==> src/rtl/core/bfps_pkg.sv <==
`timescale 1ns / 1ps

package bfps_pkg;

    localparam int FIELDS     = 34;
    localparam int VALUE_BITS = 32;

    localparam int FIELD_W = 6;
    localparam int ADDR_W  = $clog2(FIELDS);
    localparam int MODE_W  = 2;
    localparam int STAT_W  = 2;
    localparam int OUT_W   = 32;
    localparam int POP_W   = 64;

    localparam logic [FIELD_W:0] FIELD_LIMIT = (FIELD_W + 1)'(FIELDS);
    localparam logic [ADDR_W-1:0] FALLBACK_BASE = ADDR_W'(FIELDS - 3);

    localparam logic [MODE_W-1:0] MODE_READ   = 2'd0;
    localparam logic [MODE_W-1:0] MODE_WRITE  = 2'd1;
    localparam logic [MODE_W-1:0] MODE_REMOVE = 2'd2;

    localparam logic [STAT_W-1:0] ST_HIT      = 2'd0;
    localparam logic [STAT_W-1:0] ST_FALLBACK = 2'd1;
    localparam logic [STAT_W-1:0] ST_ABSENT   = 2'd2;
    localparam logic [STAT_W-1:0] ST_INVALID  = 2'd3;

    localparam logic [POP_W-1:0] POP_M1 = 64'h5555555555555555;
    localparam logic [POP_W-1:0] POP_M2 = 64'h3333333333333333;
    localparam logic [POP_W-1:0] POP_M4 = 64'h0f0f0f0f0f0f0f0f;

    typedef logic signed [VALUE_BITS-1:0] t_value;
    typedef logic signed [OUT_W-1:0]      t_out_value;

    function automatic t_value fit_value(input t_out_value wv);
        logic signed [63:0] w;
        w = 64'(wv);
        return w[VALUE_BITS-1:0];
    endfunction

    function automatic t_out_value out_value(input t_value v);
        logic signed [63:0] w;
        w = 64'(v);
        return w[OUT_W-1:0];
    endfunction

endpackage

==> src/rtl/core/bfps_if.sv <==
`timescale 1ns / 1ps

interface bfps_req_if;
    logic                                valid;
    logic                                ready;
    logic [bfps_pkg::MODE_W-1:0]         mode;
    logic [bfps_pkg::FIELD_W-1:0]        field_index;
    logic signed [bfps_pkg::OUT_W-1:0]   write_value;

    modport source (output valid, output mode, output field_index, output write_value,
                    input ready);
    modport sink   (input valid, input mode, input field_index, input write_value,
                    output ready);
endinterface

interface bfps_rsp_if;
    logic                                valid;
    logic                                ready;
    logic [bfps_pkg::STAT_W-1:0]         status;
    logic signed [bfps_pkg::OUT_W-1:0]   read_value;
    logic [bfps_pkg::FIELD_W-1:0]        slot_rank;

    modport source (output valid, output status, output read_value, output slot_rank,
                    input ready);
    modport sink   (input valid, input status, input read_value, input slot_rank,
                    output ready);
endinterface

==> src/rtl/core/bfps_ram.sv <==
`timescale 1ns / 1ps

module bfps_ram #(
    parameter int DEPTH = 34,
    parameter int WIDTH = 32,
    parameter int AW    = $clog2(DEPTH)
) (
    input  logic             i_clk,
    input  logic             i_we,
    input  logic [AW-1:0]    i_waddr,
    input  logic [WIDTH-1:0] i_wdata,
    input  logic             i_re,
    input  logic [AW-1:0]    i_raddr,
    output logic [WIDTH-1:0] o_rdata
);

    logic [WIDTH-1:0] r_mem [DEPTH];
    logic [WIDTH-1:0] r_rdata;

    always_ff @(posedge i_clk) begin
        if (i_we) begin
            r_mem[i_waddr] <= i_wdata;
        end
        if (i_re) begin
            r_rdata <= r_mem[i_raddr];
        end
    end

    assign o_rdata = r_rdata;

endmodule

==> src/rtl/core/bfps_rank.sv <==
`timescale 1ns / 1ps

module bfps_rank (
    input  logic [bfps_pkg::FIELDS-1:0]  i_mask,
    input  logic [bfps_pkg::ADDR_W-1:0]  i_field,
    output logic [bfps_pkg::FIELD_W-1:0] o_rank
);

    logic [bfps_pkg::FIELDS-1:0] below;
    logic [bfps_pkg::POP_W-1:0]  x0, x1, x2, x3, x4, x5, x6;

    // bits strictly below the addressed field
    always_comb begin
        for (int j = 0; j < bfps_pkg::FIELDS; j++) begin
            below[j] = i_mask[j] && (j < int'(i_field));
        end
    end

    // swar popcount, bytes summed by shifted adds
    always_comb begin
        x0 = bfps_pkg::POP_W'(below);
        x1 = x0 - ((x0 >> 1) & bfps_pkg::POP_M1);
        x2 = (x1 & bfps_pkg::POP_M2) + ((x1 >> 2) & bfps_pkg::POP_M2);
        x3 = (x2 + (x2 >> 4)) & bfps_pkg::POP_M4;
        x4 = x3 + (x3 >> 8);
        x5 = x4 + (x4 >> 16);
        x6 = x5 + (x5 >> 32);
    end

    assign o_rank = x6[bfps_pkg::FIELD_W-1:0];

endmodule

==> src/rtl/core/bitmap_packed_field_store.sv <==
`timescale 1ns / 1ps

// channel  | dir | handshake     | payload
// i_req    | in  | valid / ready | mode, field_index, write_value
// o_rsp    | out | valid / ready | status, read_value, slot_rank
//
// one transaction in s1 at a time: accept cycle does rank, mask update and the
// value memory access; the output register takes the result when it is free.
// values are held per field in a one-port-read synchronous memory; the mask and
// popcount rank give the packed slot. synchronous active-low reset clears the mask
// and the valid flags; memory contents are undefined until written.
// a stalled o_rsp holds one finished result while one more transaction is taken.

module bitmap_packed_field_store (
    input  logic       i_clk,
    input  logic       i_rst_n,
    bfps_req_if.sink   i_req,
    bfps_rsp_if.source o_rsp
);

    logic [bfps_pkg::FIELDS-1:0] r_mask, n_mask;

    logic                          r_s1_valid;
    logic [bfps_pkg::STAT_W-1:0]   r_s1_status, n_s1_status;
    logic [bfps_pkg::FIELD_W-1:0]  r_s1_slot, n_s1_slot;
    logic                          r_s1_use_mem, n_s1_use_mem;
    bfps_pkg::t_out_value          r_s1_value, n_s1_value;

    logic                          r_out_valid;
    logic [bfps_pkg::STAT_W-1:0]   r_out_status;
    logic [bfps_pkg::FIELD_W-1:0]  r_out_slot;
    bfps_pkg::t_out_value          r_out_value;

    logic                          accept, s1_adv;
    logic                          field_ok, hit, fb_try, fb_hit;
    logic [bfps_pkg::ADDR_W-1:0]   addr, fb_addr, sel_addr;
    logic [bfps_pkg::FIELD_W-1:0]  rank;
    logic                          mem_we;
    bfps_pkg::t_value              wval, rdata;

    assign i_req.ready = !r_s1_valid;
    assign accept      = i_req.valid && !r_s1_valid;
    assign s1_adv      = r_s1_valid && (!r_out_valid || o_rsp.ready);

    assign field_ok = {1'b0, i_req.field_index} < bfps_pkg::FIELD_LIMIT;
    assign addr     = i_req.field_index[bfps_pkg::ADDR_W-1:0];
    assign fb_addr  = bfps_pkg::FALLBACK_BASE + bfps_pkg::ADDR_W'(i_req.field_index[1:0]);
    assign hit      = field_ok && r_mask[addr];
    assign fb_try   = field_ok && !hit && (i_req.mode != bfps_pkg::MODE_WRITE)
                      && (i_req.mode != bfps_pkg::MODE_REMOVE)
                      && (i_req.field_index < bfps_pkg::FIELD_W'(3));
    assign fb_hit   = fb_try && r_mask[fb_addr];
    assign sel_addr = fb_hit ? fb_addr : addr;
    assign wval     = bfps_pkg::fit_value(i_req.write_value);
    assign mem_we   = accept && field_ok && (i_req.mode == bfps_pkg::MODE_WRITE);

    bfps_rank u_rank (
        .i_mask  (r_mask),
        .i_field (sel_addr),
        .o_rank  (rank)
    );

    bfps_ram #(
        .DEPTH (bfps_pkg::FIELDS),
        .WIDTH (bfps_pkg::VALUE_BITS)
    ) u_ram (
        .i_clk   (i_clk),
        .i_we    (mem_we),
        .i_waddr (addr),
        .i_wdata (wval),
        .i_re    (accept),
        .i_raddr (sel_addr),
        .o_rdata (rdata)
    );

    always_comb begin
        n_mask       = r_mask;
        n_s1_status  = bfps_pkg::ST_ABSENT;
        n_s1_slot    = rank;
        n_s1_use_mem = 1'b0;
        n_s1_value   = '1;
        if (!field_ok) begin
            n_s1_status = bfps_pkg::ST_INVALID;
            n_s1_slot   = '0;
        end else begin
            case (i_req.mode)
                bfps_pkg::MODE_WRITE: begin
                    n_mask[addr] = 1'b1;
                    n_s1_status  = hit ? bfps_pkg::ST_HIT : bfps_pkg::ST_ABSENT;
                    n_s1_value   = bfps_pkg::out_value(wval);
                end
                bfps_pkg::MODE_REMOVE: begin
                    if (hit) begin
                        n_mask[addr] = 1'b0;
                        n_s1_status  = bfps_pkg::ST_HIT;
                        n_s1_use_mem = 1'b1;
                    end
                end
                default: begin
                    if (hit) begin
                        n_s1_status  = bfps_pkg::ST_HIT;
                        n_s1_use_mem = 1'b1;
                    end else if (fb_hit) begin
                        n_s1_status  = bfps_pkg::ST_FALLBACK;
                        n_s1_use_mem = 1'b1;
                    end
                end
            endcase
        end
    end

    always_ff @(posedge i_clk) begin
        if (!i_rst_n) begin
            r_mask      <= '0;
            r_s1_valid  <= 1'b0;
            r_out_valid <= 1'b0;
        end else begin
            if (accept) begin
                r_mask     <= n_mask;
                r_s1_valid <= 1'b1;
            end else if (s1_adv) begin
                r_s1_valid <= 1'b0;
            end
            if (s1_adv) begin
                r_out_valid <= 1'b1;
            end else if (o_rsp.ready) begin
                r_out_valid <= 1'b0;
            end
        end
    end

    always_ff @(posedge i_clk) begin
        if (accept) begin
            r_s1_status  <= n_s1_status;
            r_s1_slot    <= n_s1_slot;
            r_s1_use_mem <= n_s1_use_mem;
            r_s1_value   <= n_s1_value;
        end
        if (s1_adv) begin
            r_out_status <= r_s1_status;
            r_out_slot   <= r_s1_slot;
            r_out_value  <= r_s1_use_mem ? bfps_pkg::out_value(rdata) : r_s1_value;
        end
    end

    assign o_rsp.valid      = r_out_valid;
    assign o_rsp.status     = r_out_status;
    assign o_rsp.read_value = r_out_value;
    assign o_rsp.slot_rank  = r_out_slot;

endmodule
==> src/flat_wrapper.sv <==
// flat-port wrapper written by rule: the top's interface ports become plain ports
module bitmap_packed_field_store_flat 
  (i_clk, i_rst_n, i_req_valid, i_req_mode, i_req_field_index, i_req_write_value, i_req_ready, o_rsp_valid, o_rsp_status, o_rsp_read_value, o_rsp_slot_rank, o_rsp_ready);
  bfps_req_if i_req_i ();
  bfps_rsp_if o_rsp_i ();
  input  logic i_clk;
  input  logic i_rst_n;
  input wire logic [$bits(i_req_i.valid)-1:0] i_req_valid;
  input wire logic [$bits(i_req_i.mode)-1:0] i_req_mode;
  input wire logic [$bits(i_req_i.field_index)-1:0] i_req_field_index;
  input wire logic [$bits(i_req_i.write_value)-1:0] i_req_write_value;
  output wire logic [$bits(i_req_i.ready)-1:0] i_req_ready;
  output wire logic [$bits(o_rsp_i.valid)-1:0] o_rsp_valid;
  output wire logic [$bits(o_rsp_i.status)-1:0] o_rsp_status;
  output wire logic [$bits(o_rsp_i.read_value)-1:0] o_rsp_read_value;
  output wire logic [$bits(o_rsp_i.slot_rank)-1:0] o_rsp_slot_rank;
  input wire logic [$bits(o_rsp_i.ready)-1:0] o_rsp_ready;
  assign i_req_i.valid = i_req_valid;
  assign i_req_i.mode = i_req_mode;
  assign i_req_i.field_index = i_req_field_index;
  assign i_req_i.write_value = i_req_write_value;
  assign i_req_ready = i_req_i.ready;
  assign o_rsp_valid = o_rsp_i.valid;
  assign o_rsp_status = o_rsp_i.status;
  assign o_rsp_read_value = o_rsp_i.read_value;
  assign o_rsp_slot_rank = o_rsp_i.slot_rank;
  assign o_rsp_i.ready = o_rsp_ready;
  bitmap_packed_field_store u_core (.i_clk(i_clk), .i_rst_n(i_rst_n), .i_req(i_req_i), .o_rsp(o_rsp_i));
endmodule
==> config.mk <==
export PLATFORM = sky130hd
export DESIGN_NAME = bitmap_packed_field_store_flat
export DESIGN_NICKNAME = d
export VERILOG_FILES = /design/src/rtl/core/bfps_pkg.sv /design/src/rtl/core/bfps_if.sv /design/src/rtl/core/bfps_ram.sv /design/src/rtl/core/bfps_rank.sv /design/src/rtl/core/bitmap_packed_field_store.sv /design/src/flat_wrapper.sv
export SDC_FILE = /design/constraint.sdc
export NUM_CORES = 2
export LEC_CHECK = 0
export BUFFER_PORTS_ARGS = -buffer_cell sky130_fd_sc_hd__buf_2
export CAP_MARGIN = 5
export CORE_UTILIZATION = 45
export DETAILED_ROUTE_END_ITERATION = 10
export PLACE_DENSITY = 0.63
export SLEW_MARGIN = 15
export SYNTH_ARGS = -nofsm -noshare
export SYNTH_HDL_FRONTEND = slang
export SYNTH_HIERARCHICAL = 1
export SYNTH_SLANG_ARGS = --single-unit
==> constraint.sdc <==
create_clock -name i_clk -period 9.45 [get_ports i_clk]
set_input_delay 0 -clock i_clk [delete_from_list [all_inputs] [get_ports i_clk]]
set_output_delay 0 -clock i_clk [all_outputs]
set_load 0.005 [all_outputs]
==> impl_metrics.toml <==
[power_and_ir_drop]
p_leak_nw = 21.2
max-vdd-ir-drop_mv = 0.149
powerDensity_mw_per_mm2 = 194

[route]
final_antenna_net_count = 0
routed_via_density = 5.95
wire_per_inst_um = 27.9
first_pass_iters = 7
dr_total_vias = 29300
drt-initial-drc-count = 2915
routed_wl_um = 137000
route.detailed.drc = 0

[timing]
setup_viol_count_final = 0
setup_total_negative_slack_ps = 0
maxSlewViolCount = 0
timing_worst_slew_pin_value_ps = 1060
timing.final.crit_period_ps = 8880
worst_skew_ps = 31.4
grt_setup_unrepaired = "false"
period_share_pct = 94.0
fmaxAchievable_ghz = 0.113
final_hold_viol_count = 0
worst_relative_slew_slack_pct = 28.9

[clock_network]
cts_buffers = 121
cts_post_setup_buffers_inserted = 0
clk_pin_slew_ps = 60
worst_skew_pair_latency_ps = 730
clock_tree.root_cell = "clkbuf_16"
clock_path_buffers = 3
cts-htree-levels = 3
tritoncts_clock_tree = "built"
clkSinkCount = 1237

[synth]
yosys_warnings = 6
synth.top_cell.area_share_pct = 68.7
synth.ff_latch_count = 1237
synth.avg_cell_area_sq_um = 16.7
ys_types = 81
synthTopCellsByArea = "edfxtp_1 69%, mux2i_1 9.9%, ha_1 2.3%, a22oi_1 1.8%, mux2_2 1.5%"
netlist.top_cell.by_area = "edfxtp_1"
share_of_flip_flops_with_an_asynchronous_set_or_reset_after_synthesis_pct = 0
post_synth_inst_count = 3148
synth_ff_type = "edfxtp_1"
synth_nets = 3304
ys_seq_area_share_pct = 70.1
synth_edf_count = 1201
synth.cell_area_sq_mm = 0.0525

[critical_path]
critical_path.max_fanout = 6
worst-endpoint-required_ps = 9920
cp-start-kind = "flop"
critPathSlowestCell = "fa_1"
crit_path_end_kind = "flop"
critPathKind = "reg2reg"
critical-path-top-cell-by-count = "xnor2_1"
cp.arrival_ps = 9350
r2r_cells = 34
cpPeakStageDelay_ps = 590
rrSetupSlack_ps = 570
critical_path.reg2reg.endpoint = "u_core/r_s1_slot[5]$_SDFFCE_PP0P_"

[global_routing]
grt_max_degree = 129
grt_antenna_before_repair = 7
grt_pass1_vias = 29100
grt_pass1_wl_um = 197000
global_route_congestion_overflow_total = 0
grt_usage_pct = 23.1

[final_layout]
fraction_of_final_layout_cells_with_drive_strength_greater_than_1_pct = 16.6
final_common_cell = "edfxtp_1"
nNetsFinal = 3459
layout.filler_cells = 9228
area_growth_syn_to_layout_pct = 12.7
stdcell_area_sq_mm = 0.0592
leading_cell_types_in_the_layout_fill_and_taps_excluded = "1201 x edfxtp_1, 518 x mux2i_1, 129 x a22oi_1"

[run]
timing.max_cap.violations = 0

[min_path]
min-delay-start = "i_req_field_index[4]"
min_delay_path_depth = 4
holdCritPathClass = "in2reg"
min_delay_worst_endpoint = "u_core/r_s1_use_mem$_SDFFCE_PP0P_"

[floorplanning]
num_io_pins = 86
initial_core_util_pct = 45.7
die_height_um = 344
dieArea_sq_mm = 0.118
core-area_sq_mm = 0.115
placementRows = 124
die_w_um = 344

[run_status]
outcome = "finished clean"

[placement]
io_buffer_count = 85
place_congestion = 0.865
post_dp_cell_area_sq_mm = 0.0548
dp.final_hpwl_um = 71900
==> how the worst max path moves through the flow <==
stage | slack [ps] | from | endpoint
6_report | 570 | flop | u_core/r_s1_slot[5]$_SDFFCE_PP0P_
5_1_grt | 30 | flop | u_core/r_s1_slot[5]$_SDFFCE_PP0P_
4_1_cts | 480 | flop | u_core/r_s1_slot[5]$_SDFFCE_PP0P_
3_5_place_dp | 390 | i_req_field_index[0] | u_core/r_s1_slot[5]$_SDFFCE_PP0P_
3_3_place_gp | 370 | i_req_field_index[0] | u_core/r_s1_slot[5]$_SDFFCE_PP0P_
2_1_floorplan | 1220 | flop | u_core/r_s1_slot[5]$_SDFFCE_PP0P_
==> worst max-delay path, delay by kind of cell, from the launching register on <==
family / cells / cell delay, ps
adder cells (fa/ha/maj): 6 / 2660
buffers and inverters: 4 / 430
flip-flops: 1 / 340
XOR/XNOR: 5 / 680
AND/OR/NAND/NOR: 8 / 1760
multiplexers: 2 / 800
AO/OA/AOI/OAI: 9 / 1990
==> report_power, final <==
part | internal (mW) | total (mW) | switching [mW]
Clock | 2.71 | 4.74 | 2.03
Sequential | 6.06 | 6.07 | 0.0120
Combinational | 0.227 | 0.643 | 0.415
Total | 8.99 | 11.4 | 2.45
==> sequential cells by signal, summed over array words and instances (netlist names), named ones only <==
| register | flops |
|---|---|
| u_core/o_rsp.read_value | 32 |
| u_core/u_ram/r_mem | 1088 |
| u_core/u_ram/o_rdata | 32 |
| u_core/r_s1_status | 2 |
| u_core/r_s1_use_mem | 1 |
| u_core/r_s1_slot | 6 |
| u_core/o_rsp.status | 2 |
| u_core/r_s1_valid | 1 |
| u_core/o_rsp.valid | 1 |
| u_core/r_s1_value | 32 |
| u_core/o_rsp.slot_rank | 6 |
==> cells in the mapped netlist (11+ instances only) <==
cell type,number
nand3b_1,11
nand2_1,91
o21bai_1,12
buf_4,18
buf_1,21
nor2_1,83
a21oi_1,95
inv_1,73
mux2i_1,519
dfxtp_1,36
a21o_1,23
a221oi_1,34
o21a_1,11
o211a_1,25
ha_1,95
o21ai_0,29
edfxtp_1,1201
and2_1,15
mux2_2,69
o41ai_2,32
o22ai_1,34
nor3_1,12
fa_1,17
a22oi_1,129
nor2b_1,16
a221oi_2,30
o311a_1,11
xnor2_1,38
nand3_1,18
a22o_1,65
or2_2,36
buf_2,30
buf_6,19
clkbuf_1,80
==> routing by layer <==
| layer | GRT usage (%) | up-vias | share of wire (%) |
|---|---|---|---|
| met5 | 0 | - | 0 |
| met4 | 7.90 | 0 | 3.0 |
| met3 | 2.85 | 234 | 6.0 |
| met2 | 39.7 | 1110 | 50 |
| met1 | 30.3 | 15200 | 41 |
| li1 | - | 12800 | - |
==> cells by family (layout without fill, tap and decap cells) <==
family	Yosys count	count (layout)	synth area share, %
flops	1237	1237	70.1
mux	592	592	11.6
compound gates	580	580	9.11
simple gates	328	328	3.12
buf+inv	251	510	2.41
fa+ha+maj	112	112	2.91
xor+xnor	48	48	0.801
other cells	0	6	0
==> repair_timing <==
action,CTS,global route
hold buffers,44,0
gates resized for setup,0,2
setup endpoints to repair,0,1
hold endpoints to repair,1150,0
==> cell type report <==
cell class / instances / area, sq um / share of cell area [%]
sequential: 1237 / 36800 / 62.2
multi-input combinational: 1660 / 14800 / 25.0
clock buffer: 148 / 3170 / 5.36
tap: 1512 / 1890 / 3.20
timing repair buffer: 207 / 1500 / 2.54
clock inverter: 79 / 736 / 1.24
inverter: 76 / 285 / 0.482
antenna: 6 / 15.0 / 0.0254
==> metrics by stage <==
step                      hold slack [ps]  setup slack (ps)  total power [mW]  util (%)  instances
final                                49.0               571              11.4      51.5       4925
after global routing                 85.4              29.5              11.8      51.4       4922
after detailed placement              296               390              6.81      47.7       4648
after global placement                268               365              6.80      47.7       4648
after floorplan                      98.9              1220              6.58         -       3148
after CTS                            2.98               475              11.5      51.4       4919
(Power assumes the default switching activity.)
